**src/rtl/famc_pkg.sv**
```systemverilog
// ----------------------------------------------------------------------------
// Affine compose package
// Shared widths, types and codes for the fixed point affine compose unit.
// ----------------------------------------------------------------------------
package famc_pkg;

  localparam int unsigned FracBits = 12;
  localparam int unsigned ElemW    = 16;
  localparam int unsigned OffW     = 32;
  localparam int unsigned NumRows  = 3;
  localparam int unsigned NumCols  = 3;
  localparam int unsigned RowIdxW  = 2;

  typedef logic signed [ElemW-1:0] elem_t;
  typedef logic signed [OffW-1:0]  word_t;
  typedef elem_t [NumCols-1:0]     row_vec_t;
  typedef word_t [NumCols-1:0]     col_vec_t;
  typedef logic [RowIdxW-1:0]      row_idx_t;

  // Operation codes of an input word.
  localparam logic OpFirst  = 1'b0;
  localparam logic OpSecond = 1'b1;

  // Translation mode codes.
  localparam logic ModeCompose = 1'b0;
  localparam logic ModePass    = 1'b1;

  localparam row_idx_t FirstRow = 2'd0;
  localparam row_idx_t LastRow  = 2'd2;

  typedef enum logic [1:0] {
    StIdle,
    StMul,
    StSum,
    StEmit
  } state_e;

  // Control from the sequencer to the merge stage.
  typedef struct packed {
    logic     load;
    row_idx_t row;
    logic     mode;
  } merge_ctrl_t;

endpackage

```
**src/rtl/famc_lane.sv**
```systemverilog
// ----------------------------------------------------------------------------
// Affine compose dot product lane
// Three-term wrapping dot product with an arithmetic fraction shift.
// ----------------------------------------------------------------------------
module famc_lane (
  input  logic                clk_i,
  input  famc_pkg::row_vec_t  a_i,
  input  famc_pkg::col_vec_t  b_i,
  output famc_pkg::word_t     sum_o
);
  import famc_pkg::*;

  word_t prod_d [NumCols];
  word_t prod_q [NumCols];
  word_t sum_d;
  word_t sum_q;

  // Products keep only their low word, as the arithmetic wraps at 32 bits.
  always_comb begin
    logic signed [ElemW+OffW-1:0] full;
    for (int k = 0; k < NumCols; k++) begin
      full      = a_i[k] * b_i[k];
      prod_d[k] = full[OffW-1:0];
    end
  end

  always_comb begin
    word_t acc;
    acc   = prod_q[0] + prod_q[1] + prod_q[2];
    sum_d = acc >>> FracBits;
  end

  always_ff @(posedge clk_i) begin
    prod_q <= prod_d;
    sum_q  <= sum_d;
  end

  assign sum_o = sum_q;

endmodule

```
**config.mk**
```make
export PLATFORM = sky130hd
export DESIGN_NAME = famc_lane
export DESIGN_NICKNAME = d
export VERILOG_FILES = /design/src/rtl/famc_pkg.sv /design/src/rtl/famc_lane.sv
export SDC_FILE = /design/constraint.sdc
export NUM_CORES = 2
export LEC_CHECK = 0
export BUFFER_PORTS_ARGS = -buffer_cell sky130_fd_sc_hd__buf_2
export CAP_MARGIN = 5
export CORE_UTILIZATION = 60
export DETAILED_ROUTE_END_ITERATION = 10
export GPL_ROUTABILITY_DRIVEN = 0
export PLACE_DENSITY = 0.83
export SLEW_MARGIN = 20
export SYNTH_ARGS = -nofsm -noshare
export SYNTH_HDL_FRONTEND = slang
export SYNTH_SLANG_ARGS = --single-unit
```
**constraint.sdc**
```tcl
create_clock -name clk_i -period 8.1 [get_ports clk_i]
set_input_delay 0.405 -clock clk_i [delete_from_list [all_inputs] [get_ports clk_i]]
set_output_delay 0.405 -clock clk_i [all_outputs]
set_load 0.005 [all_outputs]
```
==> metrics.md <==
| Metric | Value |
|---|---|
| Final setup viols | `0` |
| CP endpoint kind | `register` |
| Fin nets | `5941` |
| Status | `finished clean` |
| Clock transition at path regs | `0.06 ns` |
| First-pass GRT wire length | `160 mm` |
| Share of cells above drive strength 1 | `4.85%` |
| Fillers | `5182` |
| Worst hold path depth | `2` |
| R2r startpoint | `prod_q[74]` |
| Die area | `0.0677 sq mm` |
| Top cell type's share of synthesized area | `47.1%` |
| Routed WL per cell | `17.8 um` |
| Hold buffers post-CTS | `0` |
| Syn_nets | `5938` |
| Initial Utilization | `60.8%` |
| Clk sinks | `116` |
| Fmax | `156 MHz` |
| H-tree Lvls | `4` |
| Drt via density | `5.51` |
| Sequential cell area fraction in the yosys report | `5.80%` |
| Syn avg cell area | `8.81 sq um` |
| Max Cap Viol | `0` |
| Final Slew Violations | `0` |
| Tmin final | `6.42 ns` |
| CTS tree | `built` |
| R2r setup slk | `4.63 ns` |
| RSZ-0062 raised after global routing | `false` |
| Clk Latency, worst-skew pair | `0.41 ns` |
| Final Hold Fails | `0` |
| Reg2reg path depth | `11` |
| Yosys Warn Count | `0` |
| Root buffer cell | `clkbuf_16` |
| CP peak stage delay | `0.57 ns` |
| Worst path depth | `23` |
| IO Count | `177` |
| Core area | `0.0659 sq mm` |
| Worst Min Path Start | `b_i[32]` |
| Chip Width | `260 um` |
| Mapped Cells | `4545` |
| Data arrival, critical path | `6.70 ns` |
| Dominant cells by area after synthesis | `fa_1 47%, inv_1 11%, ha_1 9.6%, and2_1 7.0%, nand2_1 6.7%` |
| R2R Path End | `sum_o[16]` |
| Yosys reg bits | `116` |
| GR Util All Layers | `30.0%` |
| Row cnt | `94` |
| Post-DP Area | `0.0412 sq mm` |
| Antenna cells | `0` |
| Post-route DRC violation count | `0` |
| Most common cell in the netlist | `inv_1` |
| Antenna viol nets, final | `0` |
| Number of enable flip-flop cells after synthesis | `0` |
| Area delta synth->final | `4.47%` |
| Initial antenna violation count | `3` |
| Post-Syn Area | `0.0400 sq mm` |
| Post-synth ARST share | `0%` |
| Clock buffer depth | `2` |
| Post-synth cell types | `62` |
| Max-slew headroom | `51.2%` |
| Most used DFF post-synth | `dfxtp_1` |
| Number of port buffers | `176` |
| Slowest-stage cell, CP | `fa_1` |
| Fin crit share | `79.2%` |
| CP required | `8.39 ns` |
| DR vias | `29885` |
| Largest delay share family, worst path | `adder cells` |
| CP max FO | `31` |
| Worst path cell trace | `buf_2 -> nand2_1 -> fa_1 -> inv_1 -> fa_1 -> inv_1 -> fa_1 -> inv_1 -> fa_1 -> fa_1 -> inv_1 -> fa_1 -> inv_1 -> ha_1 -> nand2_1 -> nor3_1 -> and4_1 -> nand3_1 -> a41oi_1 -> nor3_1 -> o21bai_1 -> a21oi_1 -> xnor2_1` |
| Final WL | `96.7 mm` |
| Hpwl dp | `76.4 mm` |
| DRT Pass-1 Iters | `6` |
| Most area-hungry cell type in the Yosys netlist | `fa_1` |
| Grt ovf | `0` |
| Sum of buffers and inverters on the critical path | `6` |
| Setup bufs post-CTS | `0` |
| CP most frequent cell | `fa_1` |
| Min-Delay Path Class | `input pin to register` |
| Die H | `260 um` |
| CP startpoint kind | `input pin` |
| Critical path type | `input pin to register` |
| Clock buffer count from CTS | `17` |
| Total negative slack | `0 ns` |
| Final Cell Area | `0.0418 sq mm` |
| Hold Path End | `prod_q[32]` |
| Number of global-route vias before repair | `32541` |
| Post-layout util | `63.5%` |
| Drt first-iter violations | `2260` |
| Hold Slack | `0.465 ns` |
| Top cells by count, synth | `1184 x inv_1, 942 x fa_1, 716 x nand2_1, 447 x and2_1, 306 x ha_1` |
| Slew @ Worst Pin | `0.732 ns` |
| Max Clock Skew | `0.0106 ns` |
| Post-CTS resize count | `0` |
| Largest net degree at the start of global routing | `33` |
-- worst register-to-register path, delay by kind of cell (launching register included) --
kind	cells	cell delay [ns]
AOI/OAI and AO/OA	8	1.67
adders and majority gates	2	0.77
DFF	1	0.43
xor gates and xnor gates	1	0.43
-- final cells by class --
class	instances	area (sq um)	share of cell area, %
Tap cell	864	1080	2.59
Multi-Input combinational cell	3052	32500	77.7
Clock buffer	18	439	1.05
Inverter	1185	4450	10.6
Sequential cell	116	2320	5.55
Clock inverter	14	154	0.368
Timing Repair Buffer	176	881	2.11
-- how the worst max path moves through the flow --
stage / slack, ns / start / endpoint
after global routing: 1.42 / a_i[17] / prod_q[63]
after CTS: 1.81 / a_i[33] / prod_q[31]
after floorplan: 2.03 / a_i[19] / prod_q[63]
after global placement: 1.55 / a_i[33] / prod_q[31]
final: 1.68 / a_i[33] / prod_q[31]
after detailed placement: 1.39 / a_i[33] / prod_q[31]
-- per-stage QoR --
stage	setup slack (ns)	cells
after floorplan	2.03	4545
after global placement	1.55	5393
after detailed placement	1.39	5393
after CTS	1.81	5425
after global routing	1.42	5425
final	1.68	5425
-- logic make-up (layout without fill, tap and decap cells) --
family,after synthesis,count (layout),synth area share [%]
buf+inv,1377,1393,13.0
simple gates,1366,1366,16.2
fa+ha+maj,1248,1248,56.7
compound gates,261,261,4.37
xor+xnor,176,176,3.85
flops,116,116,5.80
mux,1,1,0.0250
-- layout by cell type, fill, tap and decap left out, drive strengths merged, types with 73 or more instances in the layout --
| master | Yosys | layout |
|---|---|---|
| nor2 | 86 | 86 |
| a21oi | 73 | 73 |
| fa | 942 | 942 |
| buf | 13 | 176 |
| and2 | 447 | 447 |
| xnor2 | 133 | 133 |
| inv | 1185 | 1187 |
| dfxtp | 116 | 116 |
| nand2 | 716 | 716 |
| ha | 306 | 306 |
-- layer usage --
layer / global-route usage, % / vias to the layer above / wire, um
met2: 50.2 / 1476 / 46700
met4: 11.7 / 0 / 3810
li1: - / 13064 / -
met5: 0 / - / 0
met3: 5.27 / 306 / 9300
met1: 38.9 / 15039 / 36900
-- state kept, by name (all words and copies together) (netlist names) --
| signal | flops |
|---|---|
| sum_o | 20 |
| prod_q | 96 |
Power is not shown: default switching activity piles up to over one toggle a cycle in this logic, so the estimate is an artifact.
