### src/rtl/famc_pkg.sv
// ----------------------------------------------------------------------------
// Affine compose package
// Shared widths, types and codes for the fixed point affine compose unit.
// ----------------------------------------------------------------------------
package famc_pkg;

  localparam int unsigned FracBits = 12;
  localparam int unsigned ElemW    = 16;
  localparam int unsigned OffW     = 32;
  localparam int unsigned NumRows  = 3;
  localparam int unsigned NumCols  = 3;
  localparam int unsigned RowIdxW  = 2;

  typedef logic signed [ElemW-1:0] elem_t;
  typedef logic signed [OffW-1:0]  word_t;
  typedef elem_t [NumCols-1:0]     row_vec_t;
  typedef word_t [NumCols-1:0]     col_vec_t;
  typedef logic [RowIdxW-1:0]      row_idx_t;

  // Operation codes of an input word.
  localparam logic OpFirst  = 1'b0;
  localparam logic OpSecond = 1'b1;

  // Translation mode codes.
  localparam logic ModeCompose = 1'b0;
  localparam logic ModePass    = 1'b1;

  localparam row_idx_t FirstRow = 2'd0;
  localparam row_idx_t LastRow  = 2'd2;

  typedef enum logic [1:0] {
    StIdle,
    StMul,
    StSum,
    StEmit
  } state_e;

  // Control from the sequencer to the merge stage.
  typedef struct packed {
    logic     load;
    row_idx_t row;
    logic     mode;
  } merge_ctrl_t;

endpackage

### src/rtl/famc_merge.sv
// ----------------------------------------------------------------------------
// Affine compose merge stage
// Joins the lane results into one result row and holds it for the consumer.
// ----------------------------------------------------------------------------
module famc_merge (
  input  logic                   clk_i,
  input  logic                   rst_ni,
  input  famc_pkg::merge_ctrl_t  ctrl_i,
  input  famc_pkg::col_vec_t     rot_sum_i,
  input  famc_pkg::word_t        off_sum_i,
  input  famc_pkg::word_t        first_off_i,
  input  famc_pkg::word_t        second_off_i,
  output logic                   ready_o,
  output logic                   out_valid_o,
  input  logic                   out_stall_i,
  output famc_pkg::row_idx_t     out_row_o,
  output famc_pkg::elem_t        out_a_o,
  output famc_pkg::elem_t        out_b_o,
  output famc_pkg::elem_t        out_c_o,
  output famc_pkg::word_t        out_shift_o,
  output logic                   last_o
);
  import famc_pkg::*;

  logic     valid_q;
  row_idx_t row_q;
  elem_t    a_q, b_q, c_q;
  word_t    shift_d, shift_q;

  assign ready_o = !valid_q || !out_stall_i;

  always_comb begin
    if (ctrl_i.mode == ModeCompose) begin
      shift_d = first_off_i + off_sum_i;
    end else begin
      shift_d = second_off_i;
    end
  end

  always_ff @(posedge clk_i or negedge rst_ni) begin
    if (!rst_ni) begin
      valid_q <= 1'b0;
    end else if (ctrl_i.load) begin
      valid_q <= 1'b1;
    end else if (!out_stall_i) begin
      valid_q <= 1'b0;
    end
  end

  always_ff @(posedge clk_i) begin
    if (ctrl_i.load) begin
      row_q   <= ctrl_i.row;
      a_q     <= rot_sum_i[0][ElemW-1:0];
      b_q     <= rot_sum_i[1][ElemW-1:0];
      c_q     <= rot_sum_i[2][ElemW-1:0];
      shift_q <= shift_d;
    end
  end

  assign out_valid_o = valid_q;
  assign out_row_o   = row_q;
  assign out_a_o     = a_q;
  assign out_b_o     = b_q;
  assign out_c_o     = c_q;
  assign out_shift_o = shift_q;
  assign last_o      = (row_q == LastRow);

endmodule

### config.mk
export PLATFORM = sky130hd
export DESIGN_NAME = famc_merge
export DESIGN_NICKNAME = d
export VERILOG_FILES = /design/src/rtl/famc_pkg.sv /design/src/rtl/famc_merge.sv
export SDC_FILE = /design/constraint.sdc
export NUM_CORES = 1
export LEC_CHECK = 0
export ABC_AREA = 0
export BUFFER_PORTS_ARGS = -buffer_cell sky130_fd_sc_hd__clkbuf_2
export CAP_MARGIN = 20
export CORE_MARGIN = 2
export CORE_UTILIZATION = 39
export CTS_CLUSTER_DIAMETER = 200
export CTS_CLUSTER_SIZE = 16
export DETAILED_ROUTE_END_ITERATION = 8
export MAX_ROUTING_LAYER = met4
export PLACE_DENSITY = 0.88
export SYNTH_ARGS = -nofsm -noshare
export SYNTH_HDL_FRONTEND = slang
export SYNTH_SLANG_ARGS = --single-unit
export TNS_END_PERCENT = 20
### constraint.sdc
create_clock -name clk_i -period 0.8 [get_ports clk_i]
set_clock_uncertainty 0.05 [all_clocks]
set_input_delay 0.08 -clock clk_i [delete_from_list [all_inputs] [get_ports clk_i]]
set_output_delay 0.08 -clock clk_i [all_outputs]
set_load 0.01 [all_outputs]
==> impl_metrics.json <==
{
  "outcome": "finished, violations left",
  "failed_checks": "design-rule violations, negative hold slack, negative setup slack",
  "cts_sinks": 83,
  "ys.flop_type": "edfxtp_1",
  "grtUsageTotal_pct": 26.7,
  "peakVddDrop_v": 0.00121,
  "synth.net_count": 637,
  "grt_use_met1_pct": 29.3,
  "core_area_sq_mm": 0.0115,
  "synth-seq-area-share_pct": 53.8,
  "antenna_left": 0,
  "grt_pass1_wl_mm": 25.8,
  "start_kind": "input pin",
  "post-route-period-util_pct": 257,
  "synth-seq-cells": 83,
  "die-area_sq_mm": 0.0127,
  "slew_violations": 0,
  "hold_viol_final": 2,
  "cts_root_buf": "clkbuf_16",
  "rsz0062_at_grt": "yes",
  "cts_buffers": 9,
  "avgSynthCellArea_sq_um": 11.4,
  "leakage_nw": 3.76,
  "clock_path_buffers": 2,
  "grt_overflow": 0,
  "worstSetupStartpoint": "off_sum_i[0]",
  "cap_violations": 0,
  "path_max_fanout": 3,
  "finalNetCount": 1033,
  "min-delay-start": "out_stall_i",
  "antenna_found_initial": 1,
  "setup_viol": 116,
  "design_area_sq_mm": 0.00828,
  "worst_pin_slew_ns": 0.477,
  "grt_start_max_net_pins": 35,
  "hp-class": "in -> reg",
  "vias": 5080,
  "r2r_start": "out_valid_o",
  "crit_arrival_ns": 2.16,
  "drive_gt1_share_pct": 55.4,
  "final.setup.worst_slack_ns": -1.26,
  "post_drt_wl_per_cell_um": 18.9,
  "pre_cts_ws_ns": -1.55,
  "setup_tns_ns": -43.95,
  "drtIter0Drc": 472,
  "hpwlAfterDp_mm": 11.8,
  "ys_types": 57,
  "place.gp.congestion": 0.937,
  "grtUsageMet2_pct": 44.9,
  "hold_slack_ns": -0.0166,
  "syn-cell-area_sq_mm": 0.00462,
  "avgViaCountPerCell": 5.34,
  "crit_path_end_kind": "flip-flop",
  "dr.pass1.iters": 9,
  "p_total_w": 0.0140,
  "start_util_pct": 40.2,
  "grt_use_met3_pct": 5.41,
  "drc": 19,
  "async_flop_share_pct": 1.20,
  "cts_hold_buf": 55,
  "insertion_delay_ns": 0.33,
  "rows": 39,
  "power_per_cell_area_mw_per_mm2": 1690,
  "post-route-min-period_ns": 2.06,
  "port_buffers": 235,
  "path_clk_slew_ns": 0.06,
  "worstPathRequired_ns": 0.90,
  "h-tree-depth": 3,
  "max_freq_mhz": 486,
  "synth_edf_count": 82,
  "syn-instance-count": 406,
  "critPathKind": "in -> reg",
  "ys_warn_count": 0,
  "ioPinCount": 284,
  "cts_tree": "built",
  "grt_pass1_vias": 5072,
  "max_slew_margin_pct": 67.4,
  "area_growth_pct": 79.1,
  "top_usage_layer": "met2",
  "die_h_um": 113,
  "place_area_sq_mm": 0.00670,
  "die_width_um": 113,
  "routed_wirelength_mm": 18.0
}
cell families (layout without fill, tap and decap cells):
family,Yosys count,after routing,synth area share (%)
and+or+nand+nor,99,99,10.3
muxes,3,3,0.730
DFF,83,83,53.8
AOI/OAI and AO/OA,136,136,19.0
adders and majority gates,32,32,8.82
xor gates and xnor gates,23,23,4.36
buffers and inverters,30,431,2.92
other,0,1,0
worst paths after layout:
kind	to	depth (start not counted)	slack (ns)
worst max-delay path	out_shift_o[24]	12	-1.26
max in group asynchronous	out_valid_o	2	0.56
worst min register to register	out_valid_o	2	0.52
worst max register to register	out_valid_o	2	0.08
worst min-delay path	out_valid_o	3	-0.02
min in group asynchronous	out_valid_o	2	0.05
cell usage after synthesis, types with 2 or more instances:
cell type,instances,share of area (%)
nor3_1,7,0.76
o22ai_1,3,0.41
o31a_1,3,0.57
xnor2_1,12,2.3
o21bai_1,4,0.65
ha_1,31,8.4
a21oi_2,2,0.38
a21oi_1,38,4.1
nor4_1,2,0.27
o221ai_1,2,0.38
o31ai_1,3,0.49
o211ai_1,7,1.1
nand3_1,6,0.65
inv_1,12,0.97
mux2_2,3,0.73
nand4_1,6,0.81
xor2_1,11,2.1
and3_1,3,0.41
nor2b_1,4,0.54
nor2_1,17,1.4
edfxtp_1,82,53
a21o_1,19,3.1
o21a_1,5,0.81
buf_4,4,0.65
o21ai_1,4,0.43
o21ai_0,28,3.0
nand2b_1,2,0.27
a31oi_1,4,0.54
nand2_1,44,3.6
clkbuf_1,11,0.89
cells in the final DEF (no fill, tap or decap), types with 13 or more instances in the layout:
cell type      instances
dlygate4sd3_1         55
ha_1                  14
a21oi_2               13
nor2_1                13
a21o_1                19
nand2_1               38
edfxtp_1              82
o21ai_1               17
buf_6                 13
clkbuf_2             221
a21oi_1               22
ha_4                  17
buf_4                100
report_power, final:
part	internal [W]	switching, W
Sequential	0.00528	0.000142
Clock	0.00242	0.00163
Combinational	0.00229	0.00227
final cells by class:
type	count	area, sq um
timing repair buffer	402	2690
antenna	1	2.50
tap	143	179
sequential	83	2490
inverter	13	48.8
clock buffer	10	229
multi-input combinational	293	2580
fill	732	3230
clock inverter	6	66.3
repair_timing:
item,CTS,global route
pin swaps,48,45
buffers inserted,13,11
resized for setup,85,49
hold endpoints to repair,60,2
setup endpoints to repair,116,116
registers in the layout (all words and copies together), names as in the netlist:
register	flops
out_b_o	16
out_c_o	16
out_row_o	2
out_shift_o	32
out_a_o	16
out_valid_o	1
per-layer routing:
layer	routed length [um]	part of all wire (%)	vias up
li1	-	-	2332
met1	6680	37	2379
met2	8900	49	293
met3	1470	8.1	76
met4	949	5.3	0
met5	0	0	-
metrics by stage:
step	utilization, %	std cells
6_report	71.9	951
5_1_grt	71.9	951
4_1_cts	70.0	941
3_5_place_dp	58.2	858
3_3_place_gp	58.2	858
2_1_floorplan	-	406
critical path, cell delays in order:
cell and delay [ns]:
buf_6 0.10, ha_4 0.16, fa_2 0.44, a21oi_4 0.17, o211ai_2 0.16, o2bb2ai_2 0.18, buf_4 0.14, buf_6 0.12
o21ai_4 0.14, a21oi_2 0.08, o21a_1 0.17, o31ai_1 0.22
Note: power is estimated with default switching activity, not from simulation.
