<file path="src/rtl/famc_pkg.sv">
// ----------------------------------------------------------------------------
// Affine compose package
// Shared widths, types and codes for the fixed point affine compose unit.
// ----------------------------------------------------------------------------
package famc_pkg;

  localparam int unsigned FracBits = 12;
  localparam int unsigned ElemW    = 16;
  localparam int unsigned OffW     = 32;
  localparam int unsigned NumRows  = 3;
  localparam int unsigned NumCols  = 3;
  localparam int unsigned RowIdxW  = 2;

  typedef logic signed [ElemW-1:0] elem_t;
  typedef logic signed [OffW-1:0]  word_t;
  typedef elem_t [NumCols-1:0]     row_vec_t;
  typedef word_t [NumCols-1:0]     col_vec_t;
  typedef logic [RowIdxW-1:0]      row_idx_t;

  // Operation codes of an input word.
  localparam logic OpFirst  = 1'b0;
  localparam logic OpSecond = 1'b1;

  // Translation mode codes.
  localparam logic ModeCompose = 1'b0;
  localparam logic ModePass    = 1'b1;

  localparam row_idx_t FirstRow = 2'd0;
  localparam row_idx_t LastRow  = 2'd2;

  typedef enum logic [1:0] {
    StIdle,
    StMul,
    StSum,
    StEmit
  } state_e;

  // Control from the sequencer to the merge stage.
  typedef struct packed {
    logic     load;
    row_idx_t row;
    logic     mode;
  } merge_ctrl_t;

endpackage

</file>
<file path="src/rtl/famc_store.sv">
// ----------------------------------------------------------------------------
// Affine compose row store
// Holds the rotation rows and translation terms of both matrices.
// ----------------------------------------------------------------------------
module famc_store (
  input  logic                clk_i,
  input  logic                wr_en_i,
  input  logic                operation_i,
  input  famc_pkg::row_idx_t  row_i,
  input  famc_pkg::row_vec_t  row_data_i,
  input  famc_pkg::word_t     shift_term_i,
  output famc_pkg::row_vec_t  first_rot_o  [famc_pkg::NumRows],
  output famc_pkg::word_t     first_off_o  [famc_pkg::NumRows],
  output famc_pkg::row_vec_t  second_rot_o [famc_pkg::NumRows],
  output famc_pkg::word_t     second_off_o [famc_pkg::NumRows]
);
  import famc_pkg::*;

  row_vec_t first_rot_q  [NumRows];
  word_t    first_off_q  [NumRows];
  row_vec_t second_rot_q [NumRows];
  word_t    second_off_q [NumRows];

  // A row index of three is not a row and leaves the store untouched.
  always_ff @(posedge clk_i) begin
    if (wr_en_i && (row_i <= LastRow)) begin
      if (operation_i == OpSecond) begin
        second_rot_q[row_i] <= row_data_i;
        second_off_q[row_i] <= shift_term_i;
      end else begin
        first_rot_q[row_i] <= row_data_i;
        first_off_q[row_i] <= shift_term_i;
      end
    end
  end

  assign first_rot_o  = first_rot_q;
  assign first_off_o  = first_off_q;
  assign second_rot_o = second_rot_q;
  assign second_off_o = second_off_q;

endmodule

</file>
<file path="config.mk">
export PLATFORM = sky130hd
export DESIGN_NAME = famc_store
export DESIGN_NICKNAME = d
export VERILOG_FILES = /design/src/rtl/famc_pkg.sv /design/src/rtl/famc_store.sv
export SDC_FILE = /design/constraint.sdc
export NUM_CORES = 1
export LEC_CHECK = 0
export BUFFER_PORTS_ARGS = -buffer_cell sky130_fd_sc_hd__buf_2
export CAP_MARGIN = 5
export CORE_AREA = 5 5 218 220
export CTS_CLUSTER_DIAMETER = 120
export DETAILED_ROUTE_END_ITERATION = 12
export DIE_AREA = 0 0 223 225
export PLACE_DENSITY = 0.59
export SLEW_MARGIN = 25
export SYNTH_ARGS = -nofsm -noshare
export SYNTH_HDL_FRONTEND = slang
export SYNTH_SLANG_ARGS = --single-unit
</file>
<file path="constraint.sdc">
create_clock -name clk_i -period 17.16 [get_ports clk_i]
set_input_delay 3.432 -clock clk_i [delete_from_list [all_inputs] [get_ports clk_i]]
set_output_delay 3.432 -clock clk_i [all_outputs]
set_load 0.03 [all_outputs]
</file>
==> impl_metrics.sql, run 1 <==
INSERT INTO impl_metrics (metric_group, metric, value, unit) VALUES
('yosys', 'syn_inst_count', '486', ''),
('route', 'drt_first_iter_violations', '517', ''),
('yosys', 'mappedNetlistArea', '14500', 'um^2'),
('clock_network', 'post_cts.repair.setup_buffers', '0', ''),
('job', 'maxCapViolCount', '0', ''),
('layout', 'storage_cell_area', '14400', 'um^2'),
('setup_path', 'top_fanout_value_on_the_critical_path', '46', ''),
('route', 'dr.pass1.iters', '4', ''),
('layout', 'final_area', '19600', 'um^2'),
('yosys', 'synthTopCellsByCount', '480 x sky130_fd_sc_hd__edfxtp_1, 3 x sky130_fd_sc_hd__and4bb_2, 2 x sky130_fd_sc_hd__and4b_2', ''),
('die', 'core-area', '45100', 'um^2'),
('placed_design', 'dp_hpwl', '25.1', 'mm'),
('yosys', 'synth.ff_latch_count', '480', ''),
('yosys', 'yosys_warnings', '0', ''),
('route', 'drt_drc_violations_left', '0', ''),
('route', 'post_drt_via_cell_ratio', '4.25', ''),
('sta', 'finalWorstPathRequiredPeriod', '5.01', 'ns'),
('route', 'route.detailed.wl_per_inst', '21.0', 'um'),
('layout', 'filler_cells_inserted', '3958', ''),
('layout', 'layout_area_growth_over_synthesis', '35.2', '%'),
('sta', 'setup_tns', '0', 'ns'),
('setup_path', 'type_of_the_worst_setup_path', 'input port to flop', ''),
('sta', 'slew-limit-headroom', '48.2', '%'),
('route', 'num_vias', '7382', ''),
('yosys', 'mean_cell_area_of_the_mapped_netlist', '29.8', 'um^2'),
('global_route', 'global_route_usage_over_all_layers', '13.7', '%'),
('layout', 'drive_above_1_share', '56.2', '%'),
('die', 'initial_utilization', '32.1', '%'),
('power_and_ir_drop', 'power-per-cell-area', '125', 'nW/um^2'),
('yosys', 'yosys.area.top_type', 'sky130_fd_sc_hd__edfxtp_1', ''),
('yosys', 'synth_edf_count', '480', ''),
('die', 'floorplan.die.height', '225', 'um'),
('clock_network', 'hold_buffers', '0', ''),
('min_path', 'type_of_the_worst_min_delay_path', 'input port to flop', ''),
('setup_path', 'critPathRequiredTime', '17.34', 'ns'),
('global_route', 'grt_max_degree', '47', ''),
('setup_path', 'crit_chain', 'buf_2 -> and4bb_4 -> buf_4', ''),
('yosys', 'synth.most_common_cell', 'sky130_fd_sc_hd__edfxtp_1', ''),
('placed_design', 'placed_cells', '1657', ''),
('die', 'die_area', '50200', 'um^2'),
('global_route', 'antenna_found_initial', '1', ''),
('global_route', 'global_route.overflow_total', '0', ''),
('route', 'antenna_left', '0', ''),
('sta', 'final_hold_viol_count', '0', ''),
('clock_network', 'path_clk_slew', '0.06', 'ns'),
('layout', 'diodes', '0', ''),
('global_route', 'via_count_of_the_first_global_routing_pass', '7599', ''),
('placed_design', 'detailed_place.area', '18100', 'um^2'),
('route', 'finalWirelength', '36.5', 'mm'),
('layout', 'num-nets-final', '1191', ''),
('power_and_ir_drop', 'total_power', '2.45', 'mW'),
('setup_path', 'critical_path_arrival', '5.19', 'ns'),
('clock_network', 'cts-buffers-inserted', '47', ''),
('die', 'floorplan.rows', '78', ''),
('outcome', 'run_status', 'finished, final reports clean', ''),
('setup_path', 'endpoint_kind', 'flop', ''),
('sta', 'timing_max_transition_violations_final', '0', ''),
('yosys', 'seq_area_frac_synth', '99.5', '%'),
('layout', 'fin_cells', '1738', ''),
('sta', 'post-route-period-util', '29.2', '%'),
('sta', 'upper_clock_frequency_limit', '200', 'MHz'),
('clock_network', 'cts.sink_count', '480', ''),
('yosys', 'synthArstFlopShare', '0', '%'),
('global_route', 'wire_length_of_the_first_global_routing_pass', '51.5', 'mm'),
('yosys', 'syn-num-nets', '571', ''),
('sta', 'setup_viol', '0', ''),
('yosys', 'post-synth-top-area-fraction', '99.5', '%'),
('setup_path', 'critical_path.max_stage_delay', '0.77', 'ns'),
('placed_design', 'routabilityCongestion', '0.805', ''),
('clock_network', 'cts_resized', '0', ''),
('clock_network', 'cts_htree_levels', '2', '');
[worst max-delay path: cells and delay by family]
kind	cells	cell delay (ns)
buffers and inverters	2	0.83
AND/OR/NAND/NOR	1	0.77
[path summary, 6_finish.rpt]
check | start | endpoint | slack [ns] | cells after the start
setup / recovery | row_i[1] | first_rot_o[50] | 12.15 | 3
hold / removal | row_data_i[15] | first_rot_o[63] | 3.12 | 1
[sequential cells by signal, indices dropped and copies added (netlist names)]
| name | cells |
|---|---|
| first_rot_o | 144 |
| second_rot_o | 144 |
| first_off_o | 96 |
| second_off_o | 96 |
[cells in the final DEF (no fill, tap or decap), drive strengths merged]
master,netlist,routed
clkinv,0,18
clkinvlp,0,2
and4b,2,2
clkbuf,0,58
nor4b,1,1
bufinv,0,3
and4bb,3,3
buf,0,571
edfxtp,480,480
[final cells by class]
cell class,instances,area share [%]
clock buffers,58,6.43
clock inverters,23,0.933
multi-input cells,6,0.511
flip-flops and latches,480,73.6
well taps,600,3.83
repair buffers,571,14.7
[cells by family after synthesis]
logic type,Yosys count,synth area share [%]
DFF,480,99.5
and+or+nand+nor,6,0.518
[routing by layer]
| metal | global-route usage, % | up-vias | part of all wire, % |
|---|---|---|---|
| li1 | - | 3239 | - |
| met5 | 0 | - | 0 |
| met4 | 5.59 | 0 | 3.5 |
| met3 | 4.45 | 78 | 9.0 |
| met2 | 22.8 | 397 | 50 |
| met1 | 16.5 | 3668 | 38 |
[per-stage QoR]
stage / util (%) / setup slack [ns] / hold slack [ns]
floorplan: - / 8.69 / 3.53
global placement: 40.2 / 11.57 / 3.67
detailed placement: 40.2 / 11.54 / 3.68
CTS: 43.4 / 12.15 / 3.07
global route: 43.4 / 12.09 / 3.09
finish: 43.4 / 12.15 / 3.12
[power by group]
part / leakage [nW] / internal (mW) / total (mW) / switching (mW)
clock network: 0.704 / 0.562 / 0.962 / 0.400
logic: 2.29 / 0.0306 / 0.147 / 0.116
registers: 4.36 / 1.33 / 1.34 / 0.00901
Note: power is estimated with default switching activity, not from simulation.
==> inputs of run 2 (changes only) <==
CORE_AREA = 5 5 214 216   (was 5 5 218 220)
DIE_AREA = 0 0 219 221   (was 0 0 223 225)
PLACE_DENSITY = 0.6   (was 0.59)
clock period = 5.15 ns   (was 17.16 ns; I/O delays follow)
==> run 2 against run 1 <==
Against the previous run: combinational power rose to 3.3 times the previous value; critical path type unchanged; hold slack got worse by 2.4 ns; sequential share of layout area shrank 0.53 points.
==> impl_metrics.sql, run 2 (synthesis gave the netlist of run 1 again) <==
INSERT INTO impl_metrics (metric_group, metric, value, unit) VALUES
('outcome', 'run_status', 'finished, final reports clean', ''),
('clock_network', 'cts.sink_count', '480', ''),
('power_and_ir_drop', 'power_leakage', '7.41', 'nW'),
('die', 'floorplan.rows', '77', ''),
('global_route', 'grt_max_degree', '58', ''),
('setup_path', 'critPathRequiredTime', '5.35', 'ns'),
('power_and_ir_drop', 'vdd_ir_drop_max', '295', 'uV'),
('die', 'die_area', '48400', 'um^2'),
('placed_design', 'placed_cells', '1652', ''),
('clock_network', 'hold_buffers', '0', ''),
('setup_path', 'path_delay_family', 'simple AND/OR/NAND/NOR gates', ''),
('die', 'top_level_ports', '565', ''),
('route', 'finalWirelength', '35.7', 'mm'),
('setup_path', 'endpoint_kind', 'flop', ''),
('global_route', 'antenna_found_initial', '1', ''),
('die', 'floorplan.die.height', '221', 'um'),
('route', 'dr.pass1.iters', '5', ''),
('clock_network', 'cts-buffers-inserted', '46', ''),
('sta', 'grt_setup_unrepaired', 'false', ''),
('job', 'maxCapViolCount', '0', ''),
('sta', 'upper_clock_frequency_limit', '391', 'MHz'),
('min_path', 'type_of_the_worst_min_delay_path', 'input port to flop', ''),
('sta', 'final_hold_viol_count', '0', ''),
('global_route', 'global_route.overflow_total', '0', ''),
('clock_network', 'clock_tree.root_cell', 'sky130_fd_sc_hd__clkbuf_16', ''),
('setup_path', 'critical_path_depth', '3', ''),
('setup_path', 'type_of_the_worst_setup_path', 'input port to flop', ''),
('layout', 'drive_above_1_share', '56.5', '%'),
('sta', 'slew-limit-headroom', '33.2', '%'),
('route', 'drt_drc_violations_left', '0', ''),
('clock_network', 'post_cts.repair.setup_buffers', '0', ''),
('clock_network', 'path_clk_slew', '0.06', 'ns'),
('die', 'initial_utilization', '33.1', '%'),
('global_route', 'wire_length_of_the_first_global_routing_pass', '51.5', 'mm'),
('sta', 'setup_tns', '0', 'ns'),
('placed_design', 'routabilityCongestion', '0.762', ''),
('sta', 'finalWorstPathRequiredPeriod', '2.55', 'ns'),
('layout', 'num-nets-final', '1194', ''),
('layout', 'final_common_cell', 'sky130_fd_sc_hd__buf_2', ''),
('power_and_ir_drop', 'power-per-cell-area', '423', 'nW/um^2'),
('route', 'antenna_left', '0', ''),
('sta', 'hold_ws', '0.720', 'ns'),
('setup_path', 'critical_path.max_stage_delay', '0.97', 'ns'),
('setup_path', 'cp-startpoint', 'row_i[1]', ''),
('global_route', 'via_count_of_the_first_global_routing_pass', '7696', ''),
('global_route', 'global_route_usage_over_all_layers', '14.0', '%'),
('layout', 'mostFrequentLayoutCells', '564 x sky130_fd_sc_hd__buf_2, 480 x sky130_fd_sc_hd__edfxtp_1, 47 x sky130_fd_sc_hd__clkbuf_16', ''),
('route', 'drt_first_iter_violations', '602', ''),
('clock_network', 'cts_resized', '0', ''),
('clock_network', 'cts.path.max_buffers', '3', ''),
('route', 'route.detailed.wl_per_inst', '20.6', 'um'),
('sta', 'timing_max_transition_violations_final', '0', ''),
('placed_design', 'detailed_place.area', '18200', 'um^2'),
('sta', 'setup_viol', '0', ''),
('route', 'num_vias', '7438', ''),
('placed_design', 'preCtsSetupSlack', '1.93', 'ns'),
('sta', 'post-route-period-util', '49.6', '%'),
('die', 'die_w', '219', 'um'),
('clock_network', 'cts_tree', 'done', ''),
('layout', 'fin_cells', '1736', ''),
('sta', 'transition_at_the_pin_with_the_smallest_max_transition_slack', '1.00', 'ns'),
('setup_path', 'critical_path_arrival', '2.76', 'ns'),
('setup_path', 'crit_chain', 'buf_2 -> and4b_4 -> buf_4', ''),
('sta', 'post-route-worst-setup-slack', '2.60', 'ns'),
('clock_network', 'cts_htree_levels', '2', ''),
('setup_path', 'crit_path_end', 'second_rot_o[50]', ''),
('layout', 'diodes', '0', ''),
('layout', 'layout_area_growth_over_synthesis', '36.1', '%'),
('layout', 'final_area', '19700', 'um^2'),
('route', 'post_drt_via_cell_ratio', '4.28', ''),
('placed_design', 'dp_hpwl', '25.0', 'mm'),
('setup_path', 'top_fanout_value_on_the_critical_path', '55', ''),
('die', 'core-area', '43700', 'um^2'),
('setup_path', 'critical_path.startpoint_type', 'input port', ''),
('setup_path', 'timing.critical_path.slowest_stage_cell', 'sky130_fd_sc_hd__and4b_4', ''),
('layout', 'filler_cells_inserted', '3785', ''),
('setup_path', 'worst-path-buf-inv', '2', ''),
('placed_design', 'place.port_buffers', '564', ''),
('layout', 'multi_input_comb_area', '100', 'um^2'),
('layout', 'storage_cell_area', '14400', 'um^2');
run 2: cell types whose count changed in the layout (fill, tap and decap cells not counted), moves of 2 or more:
cell / previous run / this run
sky130_fd_sc_hd__bufinv_16: 3 / 7
sky130_fd_sc_hd__clkinv_1: 10 / 6
sky130_fd_sc_hd__buf_12: 0 / 3
sky130_fd_sc_hd__clkbuf_1: 9 / 12
sky130_fd_sc_hd__clkinv_2: 8 / 5
sky130_fd_sc_hd__clkbuf_16: 49 / 47
sky130_fd_sc_hd__clkinv_4: 0 / 2
run 2: worst min path at each step:
stage	from	slack, ns	cells past startpoint	endpoint
after floorplan	shift_term_i[0]	1.13	0	first_off_o[0]
after global placement	row_data_i[27]	1.27	1	second_rot_o[27]
after detailed placement	row_data_i[6]	1.28	1	second_rot_o[102]
after CTS	row_data_i[6]	0.67	1	first_rot_o[102]
after global routing	row_data_i[6]	0.67	1	first_rot_o[54]
final	row_data_i[27]	0.72	1	second_rot_o[123]
run 2: routing by layer:
metal | routed length [um] | vias up | share of wire, % | GRT usage (%)
met1 | 13100 | 3738 | 37 | 16.3
li1 | - | 3250 | - | -
met2 | 18300 | 397 | 51 | 24.3
met4 | 768 | 0 | 2.2 | 4.05
met5 | 0 | - | 0 | 0
met3 | 3550 | 53 | 9.9 | 5.06
run 2: stage by stage:
stage	utilization (%)	power (mW)
after floorplan	-	4.82
after global placement	41.5	5.04
after detailed placement	41.6	5.04
final	45.1	8.34
after CTS	45.1	8.44
after global routing	45.1	8.65
run 2: area by class of cell:
type / count / share of cell area, %
flip-flops and latches: 480 / 73.1
multi-input cells: 6 / 0.507
well taps: 592 / 3.76
clock buffers: 59 / 6.19
repair buffers: 575 / 14.9
clock inverters: 24 / 1.55
run 2: report_power, final:
group / switching [mW] / internal [mW]
clock network: 1.36 / 2.03
logic: 0.385 / 0.104
registers: 0.0299 / 4.43
==> inputs of run 3 (changes only) <==
CORE_AREA = 5 5 219 221   (was 5 5 214 216)
DIE_AREA = 0 0 224 226   (was 0 0 219 221)
clock period = 2.2 ns   (was 5.15 ns; I/O delays follow)
==> run 3 against run 2 <==
Against the previous run: hold slack got worse by 0.59 ns; cell count rose by 0.92%; core utilization fell by 1.9 points; sequential cell count did not move; clock power rose by 130%; clock-buffer cell count fell by 1; critical path depth fell by 2; first-iteration DRC count fell by 35%; sequential power rose by 130%; non-clock buffer count rose by 1; global-route usage fell by 1.2 points; highest routed layer is now met5; via count fell by 1.6%; largest cell class unchanged.
==> impl_metrics.sql, run 3 (synthesis gave the netlist of run 1 again) <==
INSERT INTO impl_metrics (metric_group, metric, value, unit) VALUES
('outcome', 'run_status', 'finished, final reports clean', ''),
('clock_network', 'cts_tree', 'done', ''),
('min_path', 'type_of_the_worst_min_delay_path', 'input port to flop', ''),
('layout', 'num-nets-final', '1195', ''),
('clock_network', 'post_cts.repair.setup_buffers', '0', ''),
('sta', 'timing_max_transition_violations_final', '0', ''),
('placed_design', 'routabilityCongestion', '0.810', ''),
('clock_network', 'cts-buffers-inserted', '46', ''),
('route', 'num_vias', '7319', ''),
('die', 'floorplan.rows', '79', ''),
('die', 'die_area', '50600', 'um^2'),
('die', 'initial_utilization', '31.5', '%'),
('sta', 'setup_viol', '0', ''),
('layout', 'mostFrequentLayoutCells', '564 x sky130_fd_sc_hd__buf_2, 480 x sky130_fd_sc_hd__edfxtp_1, 49 x sky130_fd_sc_hd__clkbuf_16', ''),
('global_route', 'global_route.overflow_total', '0', ''),
('layout', 'layout_area_growth_over_synthesis', '36.9', '%'),
('power_and_ir_drop', 'vdd_ir_drop_max', '651', 'uV'),
('route', 'antenna_left', '0', ''),
('layout', 'drive_above_1_share', '56.4', '%'),
('setup_path', 'critical_path.startpoint_type', 'flop', ''),
('sta', 'setup_tns', '0', 'ns'),
('route', 'finalWirelength', '34.9', 'mm'),
('setup_path', 'path_delay_family', 'flip-flops', ''),
('sta', 'finalWorstPathRequiredPeriod', '1.62', 'ns'),
('setup_path', 'crit_chain', 'buf_2', ''),
('global_route', 'grt_util_met1', '14.3', '%'),
('sta', 'hold_ws', '0.129', 'ns'),
('layout', 'fin_cells', '1752', ''),
('global_route', 'via_count_of_the_first_global_routing_pass', '7401', ''),
('setup_path', 'worst-path-buf-inv', '1', ''),
('placed_design', 'placed_cells', '1669', ''),
('setup_path', 'top_fanout_value_on_the_critical_path', '1', ''),
('sta', 'grt_setup_unrepaired', 'false', ''),
('clock_network', 'path_clk_slew', '0.06', 'ns'),
('global_route', 'antenna_found_initial', '1', ''),
('sta', 'transition_at_the_pin_with_the_smallest_max_transition_slack', '0.391', 'ns'),
('global_route', 'groute.layer.met3.usage', '4.86', '%'),
('setup_path', 'endpoint_kind', 'output pin', ''),
('sta', 'post-route-period-util', '73.6', '%'),
('sta', 'post-route-worst-setup-slack', '0.582', 'ns'),
('placed_design', 'dp_hpwl', '25.1', 'mm'),
('setup_path', 'critical_path_arrival', '1.18', 'ns'),
('die', 'core-area', '46000', 'um^2'),
('setup_path', 'timing.critical_path.slowest_stage_cell', 'sky130_fd_sc_hd__edfxtp_1', ''),
('route', 'post_drt_via_cell_ratio', '4.18', ''),
('setup_path', 'type_of_the_worst_setup_path', 'flop to output pin', ''),
('route', 'dr.pass1.iters', '4', ''),
('power_and_ir_drop', 'power_leakage', '7.45', 'nW'),
('route', 'drt_first_iter_violations', '394', ''),
('die', 'die_w', '224', 'um'),
('clock_network', 'cts.sink_count', '480', ''),
('setup_path', 'critical_path.max_stage_delay', '0.43', 'ns'),
('placed_design', 'place.port_buffers', '564', ''),
('global_route', 'grt_max_degree', '48', ''),
('sta', 'upper_clock_frequency_limit', '618', 'MHz'),
('global_route', 'grt.met2_usage', '22.3', '%'),
('power_and_ir_drop', 'power-per-cell-area', '975', 'nW/um^2'),
('layout', 'final_common_cell', 'sky130_fd_sc_hd__buf_2', ''),
('placed_design', 'preCtsSetupSlack', '0.493', 'ns'),
('clock_network', 'cts.path.max_buffers', '3', ''),
('clock_network', 'cts_resized', '0', ''),
('sta', 'slew-limit-headroom', '73.8', '%'),
('layout', 'filler_cells_inserted', '4027', ''),
('global_route', 'wire_length_of_the_first_global_routing_pass', '48.4', 'mm'),
('layout', 'diodes', '0', ''),
('global_route', 'gr-max-usage-layer', 'met2', ''),
('die', 'top_level_ports', '565', ''),
('clock_network', 'cts_htree_levels', '2', ''),
('setup_path', 'critPathRequiredTime', '1.76', 'ns'),
('clock_network', 'clock_tree.root_cell', 'sky130_fd_sc_hd__clkbuf_16', ''),
('global_route', 'global_route_usage_over_all_layers', '12.7', '%'),
('route', 'drt_drc_violations_left', '0', ''),
('job', 'maxCapViolCount', '0', ''),
('route', 'route.detailed.wl_per_inst', '19.9', 'um'),
('clock_network', 'hold_buffers', '0', ''),
('sta', 'final_hold_viol_count', '0', ''),
('die', 'floorplan.die.height', '226', 'um');
[run 3: cell count changes in the layout (fill, tap and decap cells not counted), moves of 3 or more]
cell / previous run / this run
sky130_fd_sc_hd__buf_12: 3 / 12
sky130_fd_sc_hd__buf_4: 8 / 0
sky130_fd_sc_hd__clkinv_1: 6 / 10
sky130_fd_sc_hd__clkinv_2: 5 / 9
sky130_fd_sc_hd__clkbuf_1: 12 / 9
sky130_fd_sc_hd__clkinvlp_4: 3 / 0
[run 3: worst paths after layout]
kind / depth (start not counted) / from / slack (ns) / to
min: 1 / row_data_i[9] / 0.13 / second_rot_o[105]
max: 1 / first_rot_o[129] / 0.58 / first_rot_o[129]
[run 3: cell type report]
type	instances	area [um^2]	area share (%)
sequential	480	14400	72.7
timing repair buffer	576	3060	15.4
clock buffer	58	1260	6.35
tap	607	759	3.83
clock inverter	25	241	1.22
multi-input combinational	6	100	0.505
[run 3: stage by stage]
stage	util [%]	instance area [um^2]	power [mW]
floorplan	-	14500	11.3
global placement	39.9	18300	11.8
detailed placement	39.9	18300	11.8
CTS	43.2	19800	19.6
global route	43.2	19800	20.1
finish	43.2	19800	19.3
[run 3: power by group]
| part | leakage, nW | switching, mW | internal [mW] |
|---|---|---|---|
| logic | 2.35 | 0.904 | 0.257 |
| registers | 4.36 | 0.0678 | 10.4 |
| clock network | 0.741 | 3.11 | 4.63 |
[run 3: routing by layer]
metal | part of all wire [%] | vias to the layer above | wire (um)
met4 | 2.5 | 2 | 884
met3 | 9.8 | 54 | 3430
met1 | 35 | 3640 | 12400
li1 | - | 3248 | -
met2 | 52 | 375 | 18200
met5 | 0.020 | - | 7
